### src/hw/rtl/flgq_pkg.sv
`default_nettype none
package flgq_pkg;

    localparam int QUEUE_DEPTH = 16;
    localparam int ID_WIDTH    = 8;
    localparam int IDX_W       = $clog2(QUEUE_DEPTH);
    localparam int CNT_W       = $clog2(QUEUE_DEPTH + 1);
    localparam int SUM_W       = IDX_W + 1;

    typedef enum logic [1:0] {
        KIND_PUSH   = 2'd0,
        KIND_POP    = 2'd1,
        KIND_CANCEL = 2'd2,
        KIND_CLAIM  = 2'd3
    } kind_t;

    typedef enum logic [1:0] {
        STAT_OK        = 2'd0,
        STAT_FULL      = 2'd1,
        STAT_UNQUEUED  = 2'd2,
        STAT_NOT_FOUND = 2'd3
    } status_t;

    typedef enum logic [2:0] {
        S_IDLE,
        S_POP_HEAD,
        S_DRAIN,
        S_SRCH,
        S_FIN
    } state_t;

    typedef struct packed {
        kind_t               kind;
        logic [ID_WIDTH-1:0] requester_id;
        logic                cancelled;
    } in_t;

    typedef struct packed {
        logic                grant_valid;
        logic [ID_WIDTH-1:0] grant_id;
        logic                enqueued;
        logic                owned;
        logic                queue_empty;
        status_t             status;
    } out_t;

    function automatic logic [IDX_W-1:0] slot_add(input logic [IDX_W-1:0] a,
                                                   input logic [IDX_W-1:0] b);
        logic [SUM_W-1:0] sum;
        sum = {1'b0, a} + {1'b0, b};
        if (sum >= SUM_W'(QUEUE_DEPTH)) begin
            sum = sum - SUM_W'(QUEUE_DEPTH);
        end
        return sum[IDX_W-1:0];
    endfunction

endpackage
`default_nettype wire

### src/hw/rtl/flgq_ram.sv
`default_nettype none
module flgq_ram #(
    parameter int WIDTH = 8,
    parameter int DEPTH = 16
) (
    input  wire logic                     aclk,
    input  wire logic                     we,
    input  wire logic [$clog2(DEPTH)-1:0] waddr,
    input  wire logic [WIDTH-1:0]         wdata,
    input  wire logic                     re,
    input  wire logic [$clog2(DEPTH)-1:0] raddr,
    output logic      [WIDTH-1:0]         rdata
);

    logic [WIDTH-1:0] mem [DEPTH];

    always_ff @(posedge aclk) begin
        if (we) begin
            mem[waddr] <= wdata;
        end
        if (re) begin
            rdata <= mem[raddr];
        end
    end

endmodule
`default_nettype wire

### src/hw/rtl/fifo_lock_grant_queue_unit.sv
// First-come lock queue with cancellation.
// Input channel s_valid/s_ready/s_data carries one item: push (request),
// pop (release), cancel (mark a waiting entry) or claim (record owner).
// Result channel m_valid/m_ready/m_data returns exactly one item per input.
// One item is worked on at a time; s_ready is high whenever no item is in work.
// Each item ends in S_FIN, which loads its result into the output register:
//   push, claim, pop or cancel on an empty queue: straight to S_FIN.
//   pop: the head is read in S_POP_HEAD; a requester that is neither the
//   head nor flagged cancelled gets STAT_UNQUEUED. A pop by the head drops
//   it, and S_DRAIN drops dead or cancelled entries behind it until a live
//   one is granted or the queue ends empty.
//   cancel, or pop by a waiting cancelled requester: S_SRCH walks from the head.
// The next item can be accepted from the cycle in which m_valid rises; the id walk
// advances one slot per cycle through the RAM's registered read port.
// A finished result sits in the output register until taken; a new item is
// accepted meanwhile, and its result waits in the unit until the register
// frees, so a stalled receiver holds back at most one item in work.
// aresetn (synchronous, active low) empties the queue, clears the owner and
// drops any pending result; the id RAM itself is not cleared.
`default_nettype none
module fifo_lock_grant_queue_unit (
    input  wire logic           aclk,
    input  wire logic           aresetn,
    input  wire logic           s_valid,
    output logic                s_ready,
    input  wire flgq_pkg::in_t  s_data,
    output logic                m_valid,
    input  wire logic           m_ready,
    output flgq_pkg::out_t      m_data
);

    localparam int IDX_W = flgq_pkg::IDX_W;
    localparam int CNT_W = flgq_pkg::CNT_W;
    localparam int ID_W  = flgq_pkg::ID_WIDTH;
    localparam int DEPTH = flgq_pkg::QUEUE_DEPTH;

    flgq_pkg::state_t         state_reg, state_next;
    flgq_pkg::kind_t          kind_reg, kind_next;
    logic [ID_W-1:0]          req_reg, req_next;
    logic                     cin_reg, cin_next;
    logic [IDX_W-1:0]         k_reg, k_next;
    logic [IDX_W-1:0]         head_reg, head_next;
    logic [CNT_W-1:0]         count_reg, count_next;
    logic [ID_W-1:0]          owner_reg, owner_next;
    logic [DEPTH-1:0]         live_reg, live_next;
    logic [DEPTH-1:0]         canc_reg, canc_next;
    logic                     res_gv_reg, res_gv_next;
    logic [ID_W-1:0]          res_gid_reg, res_gid_next;
    logic                     res_enq_reg, res_enq_next;
    flgq_pkg::status_t        res_stat_reg, res_stat_next;
    logic                     m_valid_reg, m_valid_next;
    flgq_pkg::out_t           m_data_reg, m_data_next;

    logic                     ram_we;
    logic [IDX_W-1:0]         ram_waddr;
    logic                     ram_re;
    logic [IDX_W-1:0]         ram_raddr;
    logic [ID_W-1:0]          ram_rdata;

    logic [IDX_W-1:0]         tail;
    logic [IDX_W-1:0]         head_inc;
    logic [IDX_W-1:0]         cur_slot;
    logic                     hit;

    flgq_ram #(
        .WIDTH(ID_W),
        .DEPTH(DEPTH)
    ) u_id_ram (
        .aclk (aclk),
        .we   (ram_we),
        .waddr(ram_waddr),
        .wdata(s_data.requester_id),
        .re   (ram_re),
        .raddr(ram_raddr),
        .rdata(ram_rdata)
    );

    assign tail     = flgq_pkg::slot_add(head_reg, count_reg[IDX_W-1:0]);
    assign head_inc = flgq_pkg::slot_add(head_reg, IDX_W'(1));
    assign cur_slot = (state_reg == flgq_pkg::S_SRCH) ?
                      flgq_pkg::slot_add(head_reg, k_reg) : head_reg;
    assign hit      = live_reg[cur_slot] && (ram_rdata == req_reg);

    assign s_ready = (state_reg == flgq_pkg::S_IDLE);
    assign m_valid = m_valid_reg;
    assign m_data  = m_data_reg;

    always_ff @(posedge aclk) begin
        if (!aresetn) begin
            state_reg   <= flgq_pkg::S_IDLE;
            head_reg    <= '0;
            count_reg   <= '0;
            owner_reg   <= '0;
            live_reg    <= '0;
            canc_reg    <= '0;
            m_valid_reg <= 1'b0;
        end else begin
            state_reg   <= state_next;
            head_reg    <= head_next;
            count_reg   <= count_next;
            owner_reg   <= owner_next;
            live_reg    <= live_next;
            canc_reg    <= canc_next;
            m_valid_reg <= m_valid_next;
        end
    end

    always_ff @(posedge aclk) begin
        kind_reg     <= kind_next;
        req_reg      <= req_next;
        cin_reg      <= cin_next;
        k_reg        <= k_next;
        res_gv_reg   <= res_gv_next;
        res_gid_reg  <= res_gid_next;
        res_enq_reg  <= res_enq_next;
        res_stat_reg <= res_stat_next;
        m_data_reg   <= m_data_next;
    end

    always_comb begin
        state_next    = state_reg;
        kind_next     = kind_reg;
        req_next      = req_reg;
        cin_next      = cin_reg;
        k_next        = k_reg;
        head_next     = head_reg;
        count_next    = count_reg;
        owner_next    = owner_reg;
        live_next     = live_reg;
        canc_next     = canc_reg;
        res_gv_next   = res_gv_reg;
        res_gid_next  = res_gid_reg;
        res_enq_next  = res_enq_reg;
        res_stat_next = res_stat_reg;
        m_valid_next  = m_valid_reg && !m_ready;
        m_data_next   = m_data_reg;
        ram_we        = 1'b0;
        ram_waddr     = tail;
        ram_re        = 1'b0;
        ram_raddr     = head_reg;

        case (state_reg)
            flgq_pkg::S_IDLE: begin
                if (s_valid) begin
                    kind_next     = s_data.kind;
                    req_next      = s_data.requester_id;
                    cin_next      = s_data.cancelled;
                    k_next        = '0;
                    res_gv_next   = 1'b0;
                    res_gid_next  = '0;
                    res_enq_next  = 1'b0;
                    res_stat_next = flgq_pkg::STAT_OK;
                    state_next    = flgq_pkg::S_FIN;
                    case (s_data.kind)
                        flgq_pkg::KIND_PUSH: begin
                            if (count_reg == '0) begin
                                res_gv_next  = 1'b1;
                                res_gid_next = s_data.requester_id;
                            end
                            if (!s_data.cancelled) begin
                                if (count_reg == CNT_W'(DEPTH)) begin
                                    res_stat_next = flgq_pkg::STAT_FULL;
                                end else begin
                                    ram_we          = 1'b1;
                                    live_next[tail] = 1'b1;
                                    canc_next[tail] = 1'b0;
                                    count_next      = count_reg + CNT_W'(1);
                                    res_enq_next    = 1'b1;
                                end
                            end
                        end
                        flgq_pkg::KIND_POP: begin
                            if (count_reg == '0) begin
                                res_stat_next = s_data.cancelled ? flgq_pkg::STAT_OK :
                                                flgq_pkg::STAT_UNQUEUED;
                            end else begin
                                ram_re     = 1'b1;
                                state_next = flgq_pkg::S_POP_HEAD;
                            end
                        end
                        flgq_pkg::KIND_CANCEL: begin
                            if (count_reg == '0) begin
                                res_stat_next = flgq_pkg::STAT_NOT_FOUND;
                            end else begin
                                ram_re     = 1'b1;
                                state_next = flgq_pkg::S_SRCH;
                            end
                        end
                        flgq_pkg::KIND_CLAIM: begin
                            owner_next = s_data.requester_id;
                        end
                        default: begin
                            state_next = flgq_pkg::S_FIN;
                        end
                    endcase
                end
            end

            flgq_pkg::S_POP_HEAD: begin
                if (hit) begin
                    live_next[head_reg] = 1'b0;
                    canc_next[head_reg] = 1'b0;
                    head_next           = head_inc;
                    count_next          = count_reg - CNT_W'(1);
                    owner_next          = '0;
                    if (count_reg > CNT_W'(1)) begin
                        ram_re     = 1'b1;
                        ram_raddr  = head_inc;
                        state_next = flgq_pkg::S_DRAIN;
                    end else begin
                        state_next = flgq_pkg::S_FIN;
                    end
                end else if (!cin_reg) begin
                    res_stat_next = flgq_pkg::STAT_UNQUEUED;
                    state_next    = flgq_pkg::S_FIN;
                end else begin
                    // rdata still holds the head; walk from slot zero
                    state_next = flgq_pkg::S_SRCH;
                end
            end

            flgq_pkg::S_DRAIN: begin
                if (!live_reg[head_reg] || canc_reg[head_reg]) begin
                    live_next[head_reg] = 1'b0;
                    canc_next[head_reg] = 1'b0;
                    head_next           = head_inc;
                    count_next          = count_reg - CNT_W'(1);
                    if (count_reg > CNT_W'(1)) begin
                        ram_re    = 1'b1;
                        ram_raddr = head_inc;
                    end else begin
                        state_next = flgq_pkg::S_FIN;
                    end
                end else begin
                    res_gv_next  = 1'b1;
                    res_gid_next = ram_rdata;
                    state_next   = flgq_pkg::S_FIN;
                end
            end

            flgq_pkg::S_SRCH: begin
                if (hit) begin
                    if (kind_reg == flgq_pkg::KIND_CANCEL) begin
                        canc_next[cur_slot] = 1'b1;
                    end else begin
                        live_next[cur_slot] = 1'b0;
                        canc_next[cur_slot] = 1'b0;
                    end
                    state_next = flgq_pkg::S_FIN;
                end else if (CNT_W'(k_reg) + CNT_W'(1) == count_reg) begin
                    res_stat_next = flgq_pkg::STAT_NOT_FOUND;
                    state_next    = flgq_pkg::S_FIN;
                end else begin
                    ram_re    = 1'b1;
                    ram_raddr = flgq_pkg::slot_add(head_reg, k_reg + IDX_W'(1));
                    k_next    = k_reg + IDX_W'(1);
                end
            end

            flgq_pkg::S_FIN: begin
                if (!m_valid_reg || m_ready) begin
                    m_data_next.grant_valid = res_gv_reg;
                    m_data_next.grant_id    = res_gid_reg;
                    m_data_next.enqueued    = res_enq_reg;
                    m_data_next.owned       = (req_reg != '0) && (owner_reg == req_reg);
                    m_data_next.queue_empty = (count_reg == '0);
                    m_data_next.status      = res_stat_reg;
                    m_valid_next            = 1'b1;
                    state_next              = flgq_pkg::S_IDLE;
                end
            end

            default: begin
                state_next = flgq_pkg::S_IDLE;
            end
        endcase
    end

endmodule
`default_nettype wire

### config.mk
export PLATFORM = sky130hd
export DESIGN_NAME = fifo_lock_grant_queue_unit
export DESIGN_NICKNAME = d
export VERILOG_FILES = /design/src/hw/rtl/flgq_pkg.sv /design/src/hw/rtl/flgq_ram.sv /design/src/hw/rtl/fifo_lock_grant_queue_unit.sv
export SDC_FILE = /design/constraint.sdc
export NUM_CORES = 1
export LEC_CHECK = 0
export BUFFER_PORTS_ARGS = -buffer_cell sky130_fd_sc_hd__buf_2
export CAP_MARGIN = 20
export CORE_MARGIN = 4
export CORE_UTILIZATION = 50
export CTS_CLUSTER_SIZE = 16
export DETAILED_ROUTE_END_ITERATION = 8
export GPL_ROUTABILITY_DRIVEN = 0
export PLACE_DENSITY = 0.7
export SKIP_CTS_REPAIR_TIMING = 1
export SLEW_MARGIN = 10
export SYNTH_ARGS = -nofsm -noshare
export SYNTH_HDL_FRONTEND = slang
export SYNTH_SLANG_ARGS = --single-unit
### constraint.sdc
create_clock -name aclk -period 11.82 [get_ports aclk]
set_input_delay 2.364 -clock aclk [delete_from_list [all_inputs] [get_ports aclk]]
set_output_delay 2.364 -clock aclk [all_outputs]
set_load 0.02 [all_outputs]
Yosys cells after proc, flatten, opt, wreduce, memory -nomap -nowiden. Memory sizes are Yosys's and may differ from the RTL's. A register that Yosys moved wholly into a read port is not among the register bits. Index checks and enable logic that the tools add are counted.

$add $sub $neg: 12. Order comparisons: 11. Eq/ne operators: 30. Muxes and demuxes: 112. Bitwise gates (word level): 10. Reductions and logical operators: 34.

Operator list (number): $mux 16 (16); $pmux 16 s4 (2); $and 16x16->16 (5); $mux 4 (15); $mux 8 (7); $not 16->16 (3); $mux 3 (11); $or 16x16->16 (2); $pmux 8 s2 (2); $mux 5 (6); $mux 1 (29); $ne 2x2->1 const B (13); $ge 5x5->1 const B (4); $eq 8x8->1 (2); $mux 2 (8); $pmux 4 s2 (2); $sub 4x1->4 const B (4); $add 4x4->5 (3); $lt 4x5->1 const B (3); $pmux 3 s5 (1); $pmux 5 s3 (1); $bmux 1 s4 (3); $demux 1 s4 (3); $ge 4x1->1 const B (3); 38 further kinds (61).

Bits in registers: 94. Memory bits (writable): 128. Input bits: 15. Output and inout bits: 16. Memories: 1.

Memories: u_id_ram.mem (depth 16, bits a word 8, rd ports 1, clocked after Yosys merged registers in 1, wr ports 1, line flgq_ram.sv:15) `logic [WIDTH-1:0] mem [DEPTH];`.

Logic depth before layout (Yosys ltp).
Word-level depth: 14. Mapped depth: 17.

Modules after synthesis. Synthesis repeated with hierarchy kept, for this count alone.

Cell total of the unflattened synthesis: 929. Area total of the unflattened synthesis: 11518.5 sq um.

Modules (own cells, without submodules): fifo_lock_grant_queue_unit (times used 1, cells an instance 700, area each 6291.0 sq um, sequential area each 2292.2 sq um); flgq_ram (times used 1, cells an instance 229, area each 5227.5 sq um, sequential area each 4083.9 sq um).

Worst setup path before layout. Ideal clock, no wire load.

Path kind: reg-to-reg. From: register k_reg[0]. To: register u_id_ram.rdata[1] (read register of u_id_ram.mem) (data pin). Arrival: 3.996 ns. Required time: 11.555 ns. Path slack: 7.560 ns. Stages on the path, launching flop included: 17. Buffers on the path: 4. Cells stage by stage: edfxtp_1 > ha_1 > fa_1 > clkbuf_1 > mux4_2 > or3_1 > o2111ai_1 > a2111oi_4 > a41o_1 > buf_2 > o21a_1 > a31oi_4 > buf_6 > buf_6 > mux2_2 > o211ai_1 > nand3_1.

Word-level cells in the longest chain between the ends: 9.

RTL lines: start, declared (line fifo_lock_grant_queue_unit.sv:41) `logic [IDX_W-1:0] k_reg, k_next;`; start signal, assigned (line fifo_lock_grant_queue_unit.sv:112) `k_reg <= k_next;`; $add 4x4->5 (line flgq_pkg.sv:50) `sum = {1'b0, a} + {1'b0, b};`; $sub 4x1->4 or $ge 5x5->1 (tied branches) (line flgq_pkg.sv:52, flgq_pkg.sv:51); $mux 4 (line flgq_pkg.sv:51) `if (sum >= SUM_W'(QUEUE_DEPTH)) begin`; $mux 4 (line fifo_lock_grant_queue_unit.sv:80) `assign cur_slot = (state_reg == flgq_pkg::S_SRCH) ?`; $bmux 1 s4 (line fifo_lock_grant_queue_unit.sv:82) `assign hit = live_reg[cur_slot] && (ram_rdata == req_reg);`; $mux 1 (implied by the code) (line fifo_lock_grant_queue_unit.sv:82); $logic_and 1x1->1 (line fifo_lock_grant_queue_unit.sv:82); $mux 1 (tied with other cells) (line fifo_lock_grant_queue_unit.sv:242) `if (hit) begin`; $pmux 1 s4 or $pmux 4 s3 (tied branches) (line fifo_lock_grant_queue_unit.sv:142) `case (state_reg)`; end, declared (line flgq_ram.sv:12) `output logic [WIDTH-1:0] rdata`.

Parallel ways exist; a longest one is shown, timed or not. The select of a mux whose other input is x is not followed. A chain may end at the register's enable or synchronous reset.

Worst setup path after layout.
From: register head_reg[0]. To: register u_id_ram.rdata[3] (read register of u_id_ram.mem) (data pin).

Word-level cells in the longest chain between the ends: 9.

RTL lines: start, declared (line fifo_lock_grant_queue_unit.sv:42) `logic [IDX_W-1:0] head_reg, head_next;`; start signal, assigned (line fifo_lock_grant_queue_unit.sv:99) `head_reg <= head_next;`; $add 4x4->5 (line flgq_pkg.sv:50); $sub 4x1->4 or $ge 5x5->1 (tied branches) (line flgq_pkg.sv:52, flgq_pkg.sv:51); $mux 4 (line flgq_pkg.sv:51); $mux 4 (line fifo_lock_grant_queue_unit.sv:80); $bmux 1 s4 (line fifo_lock_grant_queue_unit.sv:82); $mux 1 (implied by the code) (line fifo_lock_grant_queue_unit.sv:82); $logic_and 1x1->1 (line fifo_lock_grant_queue_unit.sv:82); $mux 1 (tied with other cells) (line fifo_lock_grant_queue_unit.sv:242); $pmux 1 s4 or $pmux 4 s3 (tied branches) (line fifo_lock_grant_queue_unit.sv:142).

Parallel ways exist; a longest one is shown, timed or not. The select of a mux whose other input is x is not followed.

==> metrics.cfg <==
[synth]
synth-seq-cells = 230
synth-main-ff-cell = edfxtp_1
synth.distinct_cells = 70
ys_seq_area_share_pct = 54.9
synth_fp_nets = 1054
async_reset_ff_share_pct = 0
avgSynthCellArea_um2 = 11.5
netlist_instances = 1014
netlist_area_um2 = 11600
yosys_warnings = 0
synth_edf_count = 177

[worst_setup_path]
path_buf_inv = 2
crit_family = compound AO/OA/AOI/OAI gates
arrival_ns = 5.58
worst_setup_path_end_kind = flip-flop
cpPeakStageDelay_ns = 0.85
critPathMaxFanout = 71
start_kind = flip-flop
crit_type = reg -> reg
slowest_stage = buf_4
path_cells = buf_4, ha_1, fa_1, nor4bb_1, a22oi_1, a211oi_1, a2111oi_4, a41o_1, o21a_1, a31oi_4, buf_4, mux2i_1, mux2_2, o22a_1, nand3_1
crit_top_cell = buf_4
crit_required_ns = 12.09

[floorplan]
fp.dieW_um = 160
die_area_um2 = 25700
dieHeight_um = 160
initial_core_util_pct = 51.1
core_um2 = 22700
io_pins = 31
rows = 55

[drt]
wl_mm = 28.4
via_per_inst = 6.14
final_antenna_net_count = 0
drt_iter0_drc = 976
drc_errors = 0
wl_per_cell_um = 21.4
via_count = 8152
dr.pass1.iters = 5

[layout]
n_fill_cell = 1893
final_cell_mix = edfxtp_1, nand2_1, mux2i_1
diodes = 0
largest_reg_flops = 128
mostFrequentLayoutCell = edfxtp_1
area_delta_synth_final_pct = 10.0
drive_above_1_share_pct = 11.5
multi_input_area_um2 = 4870
fin_nets = 1064
stdcell_area_um2 = 12800
regArea_um2 = 6380

[sta]
period_share_pct = 44.9
tns_ns = 0
timing.fmax_mhz = 189
worst_pin_slew_ns = 1.08
fin_hold_ws_ns = 0.417
grt_setup_unrepaired = false
setup_violations = 0
skew_ns = 0.0148
period_needed_ns = 5.30
slew_violations = 0
finalHoldViolations = 0
maxSlewHeadroom_pct = 27.7

[power_and_ir_drop]
p_leak_uw = 0.00469
power_frac_seq_pct = 40.9
peakVddDrop_mv = 0.163
clockPowerShare_pct = 33.0
sw_frac_of_total_pct = 31.4
combPwrFrac_pct = 26.1
internal_power_uw = 1680
power.switching_uw = 769
p_per_area_nw_per_um2 = 192

[flow_run]
drv_cap = 0

[clock_network]
clkSinkCount = 230
clk_latency_ns = 0.53
clkTransAtPathRegs_ns = 0.06
cts_buffers = 24
cts-root-buf = clkbuf_16
htreeDepth = 1
cts_buffer_depth = 3
cts_tree = yes

[global_routing]
grt_pass1_vias = 7828
grt_use_total_pct = 21.7
antenna_found_initial = 0
gr-max-usage-layer = met2
grt_remaining_overflow = 0
grt_use_met3_pct = 3.26
grt_max_degree = 72
gr-usage-met1_pct = 31.3
grt_pass1_wl_mm = 44.8
met2_usage_pct = 34.3

[placement]
dpl_cell_area_um2 = 11900
place_hpwl_mm = 18.9
port_buffers = 30

[min_path]
hold_class = reg -> reg

[run_status]
status = complete, no violations

## power groups by stage
| stage | sequential, uW | clock (uW) | combinational (uW) |
|---|---|---|---|
| 3_3_place_gp | 1020 | 0 | 622 |
| 3_5_place_dp | 1020 | 0 | 631 |
| 2_1_floorplan | 1010 | 0 | 470 |
| 4_1_cts | 1000 | 819 | 633 |
| 5_1_grt | 1010 | 855 | 691 |
| 6_report | 1000 | 808 | 639 |
## final timing paths
path,from,end,slack (ns),depth (start not counted)
worst max-delay path,head_reg[0],u_id_ram.rdata[3],6.52,15
worst min-delay path,res_gid_reg[4],m_data[9],0.42,0
worst max register to register,head_reg[0],u_id_ram.rdata[3],6.52,15
worst min register to register,res_gid_reg[4],m_data[9],0.42,0
## kinds of logic (layout without fill, tap and decap cells)
family,after synthesis,in the layout,share of synthesized area (%)
mux,95,95,8.81
xor+xnor,38,38,2.87
fa+ha+maj,25,25,2.89
compound gates,238,238,14.3
simple gates,307,307,13.0
buf+inv,81,109,3.25
flops,230,230,54.9
## routing by layer
layer | vias to the layer above | part of all wire (%)
met5 | - | 0
met4 | 0 | 2.9
met3 | 60 | 6.9
met2 | 351 | 46
met1 | 3946 | 44
li1 | 3795 | -
## cell usage after synthesis (11+ instances only)
cell / instances / area, um2
edfxtp_1: 177 / 5320
nand2_1: 88 / 330
mux2i_1: 64 / 641
nor2_1: 63 / 236
dfxtp_1: 53 / 1060
nand3_1: 53 / 265
a21oi_1: 49 / 245
o21ai_0: 47 / 235
mux2_2: 28 / 315
clkbuf_1: 27 / 101
a21boi_0: 25 / 188
nor2b_1: 25 / 156
inv_1: 23 / 86.3
ha_1: 22 / 275
xnor2_1: 21 / 184
nand2b_1: 18 / 113
xor2_1: 17 / 149
and2_1: 13 / 81.3
a211oi_1: 11 / 82.6
buf_2: 11 / 55.1
nor3_1: 11 / 55.1
o22a_1: 11 / 96.3
## layout make-up
| type | instances | share of cell area, % |
|---|---|---|
| clock inverters | 13 | 1.55 |
| flip-flops and latches | 230 | 49.9 |
| clock buffers | 31 | 5.06 |
| inverters | 23 | 0.676 |
| well taps | 285 | 2.79 |
| repair buffers | 42 | 1.88 |
| multi-input cells | 703 | 38.1 |
## per-stage QoR
stage	setup WS, ns	cells	total power [uW]	utilization, %
6_report	6.52	1327	2450	56.2
5_1_grt	6.35	1327	2550	56.2
4_1_cts	6.58	1327	2450	56.2
3_3_place_gp	6.63	1281	1640	52.5
3_5_place_dp	6.59	1283	1650	52.5
2_1_floorplan	7.56	1014	1480	-
## worst register-to-register path: cells and delay by family, from the launching register on
kind / cells / cell delay [ns]
compound gates: 7 / 1.66
buf+inv: 2 / 1.18
fa+ha+maj: 2 / 0.89
mux: 2 / 0.53
simple gates: 2 / 0.47
flops: 1 / 0.31
Note: power is estimated with default switching activity, not from simulation.
